--- config.mk ---
export PLATFORM = sky130hd
export DESIGN_NAME = binary_to_packed_bcd_core
export DESIGN_NICKNAME = d
export VERILOG_FILES = /design/src/hw/rtl/bpb_pkg.sv /design/src/hw/rtl/bpb_front.sv /design/src/hw/rtl/bpb_fifo.sv /design/src/hw/rtl/bpb_conv.sv /design/src/hw/rtl/bpb_emit.sv /design/src/hw/rtl/binary_to_packed_bcd_core.sv
export SDC_FILE = /design/constraint.sdc
export NUM_CORES = 1
export LEC_CHECK = 0
export BUFFER_PORTS_ARGS = -buffer_cell sky130_fd_sc_hd__buf_2
export CAP_MARGIN = 20
export CORE_ASPECT_RATIO = 1.2
export CORE_MARGIN = 5
export CORE_UTILIZATION = 45
export DETAILED_ROUTE_END_ITERATION = 10
export GPL_ROUTABILITY_DRIVEN = 0
export SLEW_MARGIN = 20
export SYNTH_ARGS = -nofsm -noshare
export SYNTH_HDL_FRONTEND = slang
export SYNTH_HIERARCHICAL = 1
export SYNTH_SLANG_ARGS = --single-unit
--- constraint.sdc ---
create_clock -name clk -period 8 [get_ports clk]
set_clock_uncertainty 0.2 [all_clocks]
set_input_delay 0.8 -clock clk [delete_from_list [all_inputs] [get_ports clk]]
set_output_delay 0.8 -clock clk [all_outputs]
set_load 0.02 [all_outputs]
--- src/hw/rtl/bpb_pkg.sv ---
// Shared types and constants for the binary to packed BCD converter.
package bpb_pkg;

	localparam int VALUE_W        = 64;  // binary input width
	localparam int COUNT_W        = 4;   // byte count field width
	localparam int DIGIT_W        = 4;   // one BCD digit
	localparam int BYTE_W         = 8;   // two digits per output byte
	localparam int DIGIT_FIX_MIN  = 5;   // digit value that needs the +3 fix before a shift
	localparam int DIGIT_FIX_ADD  = 3;
	localparam int BITS_PER_STEP  = 8;   // binary bits folded in per converter cycle
	localparam int CONV_STEPS     = VALUE_W / BITS_PER_STEP;
	localparam int STEP_W         = $clog2(CONV_STEPS);

	// Input item
	typedef struct packed {
		logic [VALUE_W-1:0] value;
		logic [COUNT_W-1:0] byte_count;
	} num_t;

	// Result item
	typedef struct packed {
		logic [BYTE_W-1:0] bcd_byte;
		logic              last;
	} bcd_t;

	// Queue status seen by the front end and the converter
	typedef struct packed {
		logic full;
		logic empty;
	} q_stat_t;

endpackage

--- src/hw/rtl/bpb_front.sv ---
// Front end: accepts items, clamps the byte count and drops empty runs.
module bpb_front #(
	parameter int MAX_BYTES = 10
) (
	input  logic           num_valid,
	output logic           num_stall,
	input  bpb_pkg::num_t  num,
	input  bpb_pkg::q_stat_t q_stat,
	output logic           push,
	output bpb_pkg::num_t  push_item
);
	import bpb_pkg::*;

	localparam logic [COUNT_W-1:0] MAX_CNT = COUNT_W'(MAX_BYTES);

	logic [COUNT_W-1:0] cnt_sat;

	// Clamp the count; a zero count yields nothing and never enters the queue
	always_comb begin
		cnt_sat = (num.byte_count > MAX_CNT) ? MAX_CNT : num.byte_count;
		push_item.value      = num.value;
		push_item.byte_count = cnt_sat;
	end

	assign num_stall = q_stat.full;
	assign push      = num_valid && !q_stat.full && (cnt_sat != '0);

endmodule

--- src/hw/rtl/bpb_fifo.sv ---
// Two-entry item queue between the front end and the converter.
module bpb_fifo (
	input  logic             clk,
	input  logic             arst_n,
	input  logic             push,
	input  bpb_pkg::num_t    push_item,
	input  logic             pop,
	output bpb_pkg::num_t    head,
	output bpb_pkg::q_stat_t q_stat
);
	import bpb_pkg::*;

	num_t ent_q [2];
	logic [1:0] v_q;

	// Valid bits: entry 0 is always the head
	always_ff @(posedge clk or negedge arst_n) begin
		if (!arst_n) begin
			v_q <= '0;
		end else if (push && pop) begin
			v_q <= v_q;
		end else if (push) begin
			if (!v_q[0]) v_q[0] <= 1'b1;
			else         v_q[1] <= 1'b1;
		end else if (pop) begin
			v_q[0] <= v_q[1];
			v_q[1] <= 1'b0;
		end
	end

	// Payload
	always_ff @(posedge clk) begin
		if (push && pop) begin
			if (v_q[1]) begin
				ent_q[0] <= ent_q[1];
				ent_q[1] <= push_item;
			end else begin
				ent_q[0] <= push_item;
			end
		end else if (push) begin
			if (!v_q[0]) ent_q[0] <= push_item;
			else         ent_q[1] <= push_item;
		end else if (pop) begin
			ent_q[0] <= ent_q[1];
		end
	end

	assign head         = ent_q[0];
	assign q_stat.full  = v_q[1];
	assign q_stat.empty = !v_q[0];

`ifndef ASSERT_OFF
	a_fill_order: assert property (@(posedge clk) disable iff (!arst_n)
		v_q[1] |-> v_q[0])
		else $error("queue second entry valid without a head");
	a_no_overflow: assert property (@(posedge clk) disable iff (!arst_n)
		push |-> (!v_q[1] || pop))
		else $error("queue written while full");
`endif

endmodule

--- src/hw/rtl/bpb_conv.sv ---
// Converter: shift-and-add-3 binary to BCD, eight binary bits per cycle.
module bpb_conv #(
	parameter int MAX_BYTES = 10
) (
	input  logic                          clk,
	input  logic                          arst_n,
	input  bpb_pkg::num_t                 head,
	input  bpb_pkg::q_stat_t              q_stat,
	output logic                          pop,
	output logic                          res_valid,
	input  logic                          res_take,
	output logic [8*MAX_BYTES-1:0]        res_bcd,
	output logic [bpb_pkg::COUNT_W-1:0]   res_cnt
);
	import bpb_pkg::*;

	localparam int BCD_W  = BYTE_W * MAX_BYTES;
	localparam int DIGITS = BCD_W / DIGIT_W;

	typedef enum logic [1:0] {
		S_IDLE,
		S_RUN,
		S_DONE
	} state_t;

	state_t               state_q;
	logic [STEP_W-1:0]    step_q;
	logic [VALUE_W-1:0]   bin_q;
	logic [BCD_W-1:0]     bcd_q;
	logic [COUNT_W-1:0]   cnt_q;
	logic [BCD_W-1:0]     bcd_nx;

	// Eight rounds of digit correction and shift; digits above the top are dropped
	always_comb begin
		bcd_nx = bcd_q;
		for (int s = 0; s < BITS_PER_STEP; s++) begin
			for (int d = 0; d < DIGITS; d++) begin
				if (bcd_nx[d*DIGIT_W +: DIGIT_W] >= DIGIT_W'(DIGIT_FIX_MIN))
					bcd_nx[d*DIGIT_W +: DIGIT_W] =
						bcd_nx[d*DIGIT_W +: DIGIT_W] + DIGIT_W'(DIGIT_FIX_ADD);
			end
			bcd_nx = {bcd_nx[BCD_W-2:0], bin_q[VALUE_W-1-s]};
		end
	end

	// Take the next item when idle or as the finished one is handed over
	assign pop = !q_stat.empty && ((state_q == S_IDLE) || ((state_q == S_DONE) && res_take));

	always_ff @(posedge clk or negedge arst_n) begin
		if (!arst_n) begin
			state_q <= S_IDLE;
			step_q  <= '0;
			bin_q   <= '0;
			bcd_q   <= '0;
			cnt_q   <= '0;
		end else begin
			case (state_q)
				S_IDLE, S_DONE: begin
					if (pop) begin
						state_q <= S_RUN;
						step_q  <= '0;
						bin_q   <= head.value;
						bcd_q   <= '0;
						cnt_q   <= head.byte_count;
					end else if (res_take) begin
						state_q <= S_IDLE;
					end
				end
				S_RUN: begin
					bcd_q  <= bcd_nx;
					bin_q  <= bin_q << BITS_PER_STEP;
					step_q <= step_q + 1'b1;
					if (step_q == STEP_W'(CONV_STEPS-1)) state_q <= S_DONE;
				end
				default: state_q <= S_IDLE;
			endcase
		end
	end

	assign res_valid = (state_q == S_DONE);
	assign res_bcd   = bcd_q;
	assign res_cnt   = cnt_q;

`ifndef ASSERT_OFF
	a_run_len: assert property (@(posedge clk) disable iff (!arst_n)
		(state_q == S_RUN && step_q == STEP_W'(CONV_STEPS-1)) |=> (state_q == S_DONE))
		else $error("conversion did not finish after the last step");
	a_take_done: assert property (@(posedge clk) disable iff (!arst_n)
		res_take |-> (state_q == S_DONE))
		else $error("result taken while conversion not finished");
`endif

endmodule

--- src/hw/rtl/bpb_emit.sv ---
// Back end: holds one converted run and sends it out a byte per cycle while bcd_stall is low.
module bpb_emit #(
	parameter int MAX_BYTES = 10
) (
	input  logic                          clk,
	input  logic                          arst_n,
	input  logic                          res_valid,
	output logic                          res_take,
	input  logic [8*MAX_BYTES-1:0]        res_bcd,
	input  logic [bpb_pkg::COUNT_W-1:0]   res_cnt,
	output logic                          bcd_valid,
	input  logic                          bcd_stall,
	output bpb_pkg::bcd_t                 bcd
);
	import bpb_pkg::*;

	localparam int BCD_W  = BYTE_W * MAX_BYTES;
	localparam int LEFT_W = $clog2(MAX_BYTES + 1);

	logic [LEFT_W-1:0] left_q;
	logic [BCD_W-1:0]  bcd_q;
	logic              acc;
	logic              free;

	assign acc      = bcd_valid && !bcd_stall;
	// Free when empty or when the last byte leaves this cycle
	assign free     = (left_q == '0) || ((left_q == LEFT_W'(1)) && acc);
	assign res_take = res_valid && free;

	always_ff @(posedge clk or negedge arst_n) begin
		if (!arst_n) begin
			left_q <= '0;
		end else if (res_take) begin
			left_q <= LEFT_W'(res_cnt);
		end else if (acc) begin
			left_q <= left_q - 1'b1;
		end
	end

	// Run data, lowest byte at the bottom
	always_ff @(posedge clk) begin
		if (res_take)  bcd_q <= res_bcd;
		else if (acc)  bcd_q <= bcd_q >> BYTE_W;
	end

	assign bcd_valid    = (left_q != '0);
	assign bcd.bcd_byte = bcd_q[BYTE_W-1:0];
	assign bcd.last     = (left_q == LEFT_W'(1));

`ifndef ASSERT_OFF
	a_left_range: assert property (@(posedge clk) disable iff (!arst_n)
		left_q <= LEFT_W'(MAX_BYTES))
		else $error("byte counter above limit");
	a_run_goes_on: assert property (@(posedge clk) disable iff (!arst_n)
		(acc && !bcd.last) |=> bcd_valid)
		else $error("run ended without a last byte");
`endif

endmodule

--- src/hw/rtl/binary_to_packed_bcd_core.sv ---
// Top level of the binary to packed BCD converter.
//
//  channel | valid     | stall     | payload         | items
//  --------+-----------+-----------+-----------------+------------------------------
//  num     | num_valid | num_stall | num (num_t)     | value, byte_count
//  bcd     | bcd_valid | bcd_stall | bcd (bcd_t)     | bcd_byte, last; LSB byte first
//
// An item is written into the queue and then loaded into the converter, which folds in
// eight binary bits per cycle; the finished run is handed over from the done state once
// the back end is free, and the back end's byte counter then marks its first byte valid.
// Output bytes leave one per cycle while bcd_stall is low, as the next item converts.
// A zero byte count is accepted whenever the queue has room and gives no output.
// arst_n clears the queue, the converter state and the byte counter.
// num_stall rises only while the two-entry queue is full.
module binary_to_packed_bcd_core #(
	parameter int MAX_BYTES = 10
) (
	input  logic           clk,
	input  logic           arst_n,
	input  logic           num_valid,
	output logic           num_stall,
	input  bpb_pkg::num_t  num,
	output logic           bcd_valid,
	input  logic           bcd_stall,
	output bpb_pkg::bcd_t  bcd
);
	import bpb_pkg::*;

	logic                    push;
	num_t                    push_item;
	logic                    pop;
	num_t                    head;
	q_stat_t                 q_stat;
	logic                    res_valid;
	logic                    res_take;
	logic [8*MAX_BYTES-1:0]  res_bcd;
	logic [COUNT_W-1:0]      res_cnt;

	bpb_front #(.MAX_BYTES(MAX_BYTES)) u_front (
		.num_valid (num_valid),
		.num_stall (num_stall),
		.num       (num),
		.q_stat    (q_stat),
		.push      (push),
		.push_item (push_item)
	);

	bpb_fifo u_fifo (
		.clk       (clk),
		.arst_n    (arst_n),
		.push      (push),
		.push_item (push_item),
		.pop       (pop),
		.head      (head),
		.q_stat    (q_stat)
	);

	bpb_conv #(.MAX_BYTES(MAX_BYTES)) u_conv (
		.clk       (clk),
		.arst_n    (arst_n),
		.head      (head),
		.q_stat    (q_stat),
		.pop       (pop),
		.res_valid (res_valid),
		.res_take  (res_take),
		.res_bcd   (res_bcd),
		.res_cnt   (res_cnt)
	);

	bpb_emit #(.MAX_BYTES(MAX_BYTES)) u_emit (
		.clk       (clk),
		.arst_n    (arst_n),
		.res_valid (res_valid),
		.res_take  (res_take),
		.res_bcd   (res_bcd),
		.res_cnt   (res_cnt),
		.bcd_valid (bcd_valid),
		.bcd_stall (bcd_stall),
		.bcd       (bcd)
	);

endmodule

==> results by group <==
STA
  – Final Max Slew Viols: 0
  – Worst-Margin Slew: 0.953 ns
  – Slew headroom: 36.3%
  – Hold WS: 0.0282 ns
  – Final min period: 7.56 ns
  – Final Setup Violations: 0
  – RSZ-0062 raised after global routing: true
  – Final Cycle Share: 94.5%
  – Fin. Hold Viols: 0
  – Highest clock rate: roughly 130 MHz

Cells and area
  – Storage cell area: 10,500 um2
  – Layout area overhead: 7.38%
  – Final cell count without fillers: 5,488
  – Commonest non-fill, non-tap cell in the layout: nand2_1
  – Area of the multi-input gates: 25,200 um2
  – Most frequent cells in the layout: nand2_1 (445), nor2_1 (334), inv_1 (228), a21oi_1 (227), o21ai_0 (224)
  – # diodes: 0
  – NumNets Final: 4,596
  – Fill cells: around 8,000
  – Share of layout cells above drive strength 1: approximately 16%

Yosys
  – Synth Flop Type: edfxtp_1
  – Cells after Synth: between 4,000 and 5,000
  – Synth Cell Area: 37,400 um2
  – Synth unique cells: 145
  – Seq/Total Area, Yosys: between 20 and 30%
  – Adder-cell area share of the yosys netlist: under 10%
  – YS warnings: 6
  – XOR/XNOR Fraction of Synth Area: under 10%
  – Simple-gate share of the synthesized area: 20.2%
  – Syn_area_per_cell: around 8.5 um2
  – Multiplexer share of the synthesized area: 11.5%
  – Combinational family with the most area after synthesis: compound AO/OA/AOI/OAI gates
  – Synth Area in Compound Gates: 27.0%
  – Synthesized Nets: 4,630
  – Number of synthesized flops with an enable pin: 216
  – Yosys reg bits: 375
  – Ys async rst share: 42.4%

Route
  – Vias: between 30,000 and 40,000
  – DR WL/cell: 16.8 um
  – Final WL: 92.3 mm
  – Final ANT Viol Nets: 0
  – Drt drc: 0
  – Detailed Routing Iterations Pass 1: 7
  – Vias per cell: 5.90
  – 1st-iter DRT viols: 1,896

Clock network
  – Clk buf depth: 3
  – CTS Buf Count: 40
  – Clock H-tree levels: 2
  – Clock network latency to the later pin of the worst-skew pair: 0.58 ns
  – Root Buffer: clkbuf_16
  – CTS clk-pin slew, worst paths: 0.06 ns
  – CTS Sinks: 375
  – CTS Hold Buffers Added: 0
  – CTS tree: built

Global routing
  – Most Crowded Layer GR: met2
  – Largest net degree at the start of global routing: 86
  – Grt ovf: 0
  – Initial antenna violation count: 3
  – Global routing usage on met1: 25.9%
  – Total Routing Usage GR: 19.7%
  – GRT met2 Usage: between 30% and 40%
  – Vias in the first global route: roughly 30,000
  – First-pass GRT wire length: 151 mm
  – Grt met3 use: 1.91%

Critical path
  – CP required: 8.26 ns
  – Reg2reg end: u_conv/res_bcd[41]$_DFFE_PN0P_
  – Crit path max fanout: 10
  – Critical Path Sink Type: register
  – Worst Setup Path Type: reg2reg
  – CP Launch Type: register
  – Slowest cell on crit path: or4_1
  – R2R Path Start: u_conv/res_bcd[32]$_DFFE_PN0P_
  – WP data arrival: 7.82 ns
  – Worst reg-to-reg path cell count: 31
  – Slowest stage delay, CP: ~0.58 ns
  – Reg2Reg Setup Slack: 0.44 ns

Floorplanning
  – I/O Pins: 83
  – Die H: 326 um
  – Die X: 273 um
  – Initial Util: 45.5%
  – Row Count: 115
  – Die area: 89,100 um2
  – Core ar.: 82,300 um2

Place
  – DP Wirelength: slightly below 70 mm
  – Placed insts: 5,407
  – Port Buffer Count: 82

Hold path
  – Hold Crit Class: in2async

Job
  – Maxcap violations: 0

Status
  – Status: complete, no violations
-- critical path: cells and delay by family (launching register included) --
kind            cells  cell delay [ns]
compound gates     13             3.28
simple gates        6             1.50
fa+ha+maj           6             1.24
buf+inv             5             0.52
flops               1             0.50
xor+xnor            1             0.20
-- per-stage QoR --
| stage | cell area, um2 | utilization, % | TNS, ns | setup slack, ns |
|---|---|---|---|---|
| detailed placement | 38400 | 46.7 | 0 | 0.119 |
| global route | 40200 | 48.8 | -0.234 | -0.0738 |
| finish | 40200 | 48.8 | 0 | 0.437 |
| global placement | 38400 | 46.7 | 0 | 0.277 |
| floorplan | 37400 | - | 0 | 0.116 |
| CTS | 39800 | 48.4 | 0 | 0.0913 |
-- per-layer routing --
layer	vias to the layer above	share of wire (%)
met1	15400	46
met5	-	0.023
met3	98	2.9
met4	4	2.2
met2	423	49
li1	16400	-
-- final cells by class --
type                    count  share of cell area [%]
clock buffers              55                    2.73
clock inverters            19                   0.679
inverters                 245                    2.29
multi-input cells        3543                    62.7
flip-flops and latches    375                    26.0
well taps                1111                    3.46
repair buffers            140                    2.12
-- repair_timing --
action / 4_1_cts / 5_1_grt
buffers inserted: 0 / 7
gates resized for setup: 0 / 78
endpoints found under the setup margin: 0 / 54
-- sequential cells by signal (all words and copies together) (netlist names) --
name,cells
u_fifo/ent_q,136
u_emit/bcd_q,80
u_conv/state_q,2
u_emit/left_q,4
u_conv/step_q,3
u_conv/bin_q,64
u_conv/res_bcd,80
u_conv/res_cnt,4
u_fifo/v_q,2
-- worst max-delay path by stage --
stage / depth (start not counted) / to / from / slack, ns
after global placement: 35 / u_conv/res_bcd[20]$_DFFE_PN0P_ / u_conv/res_bcd[13]$_DFFE_PN0P_ / 0.28
final: 31 / u_conv/res_bcd[41]$_DFFE_PN0P_ / u_conv/res_bcd[32]$_DFFE_PN0P_ / 0.44
after detailed placement: 34 / u_conv/res_bcd[30]$_DFFE_PN0P_ / u_conv/res_bcd[20]$_DFFE_PN0P_ / 0.12
after floorplan: 9 / u_fifo/ent_q[1][0]$_DFFE_PP_ / bcd_stall / 0.12
after global routing: 35 / u_conv/res_bcd[41]$_DFFE_PN0P_ / u_conv/res_bcd[32]$_DFFE_PN0P_ / -0.07
after CTS: 34 / u_conv/res_bcd[30]$_DFFE_PN0P_ / u_conv/res_bcd[20]$_DFFE_PN0P_ / 0.09
-- cells by family after synthesis --
family / count (synthesis)
mux: 366
simple gates: 1528
buf+inv: 461
xor+xnor: 59
flops: 375
compound gates: 1410
fa+ha+maj: 180
-- cells in the mapped netlist, types with 22 or more instances --
master | number | area share [%]
nand3b_1 | 24 | 0.48
a21o_1 | 55 | 1.1
nand2_1 | 446 | 4.5
o31ai_1 | 24 | 0.48
nor3_1 | 106 | 1.4
a22oi_1 | 23 | 0.46
buf_2 | 36 | 0.48
buf_4 | 82 | 1.6
xnor2_1 | 40 | 0.94
or2_2 | 53 | 0.89
ha_1 | 179 | 6.0
a21oi_1 | 233 | 3.1
or3_1 | 56 | 0.94
mux2i_1 | 125 | 3.3
o211ai_1 | 68 | 1.4
a31oi_1 | 101 | 1.7
o21ai_1 | 59 | 0.79
edfxtp_1 | 216 | 17
nand3_1 | 115 | 1.5
nor2_1 | 344 | 3.5
clkbuf_1 | 81 | 0.81
dfrtp_1 | 159 | 11
mux2_2 | 166 | 5.0
o211a_1 | 24 | 0.64
nor2b_1 | 46 | 0.77
inv_1 | 228 | 2.3
nand2b_1 | 69 | 1.2
o21a_1 | 48 | 0.96
o21bai_1 | 24 | 0.48
o22ai_1 | 40 | 0.67
nor4_1 | 22 | 0.37
a211o_1 | 35 | 0.82
a211oi_1 | 78 | 1.6
and2_1 | 73 | 1.2
and3_1 | 54 | 0.90
o21ai_0 | 229 | 3.1
mux2_4 | 59 | 2.4
Power is left out: the tool's default activity adds up to more than one toggle a clock period on the data nets, which glitch-free logic cannot reach.
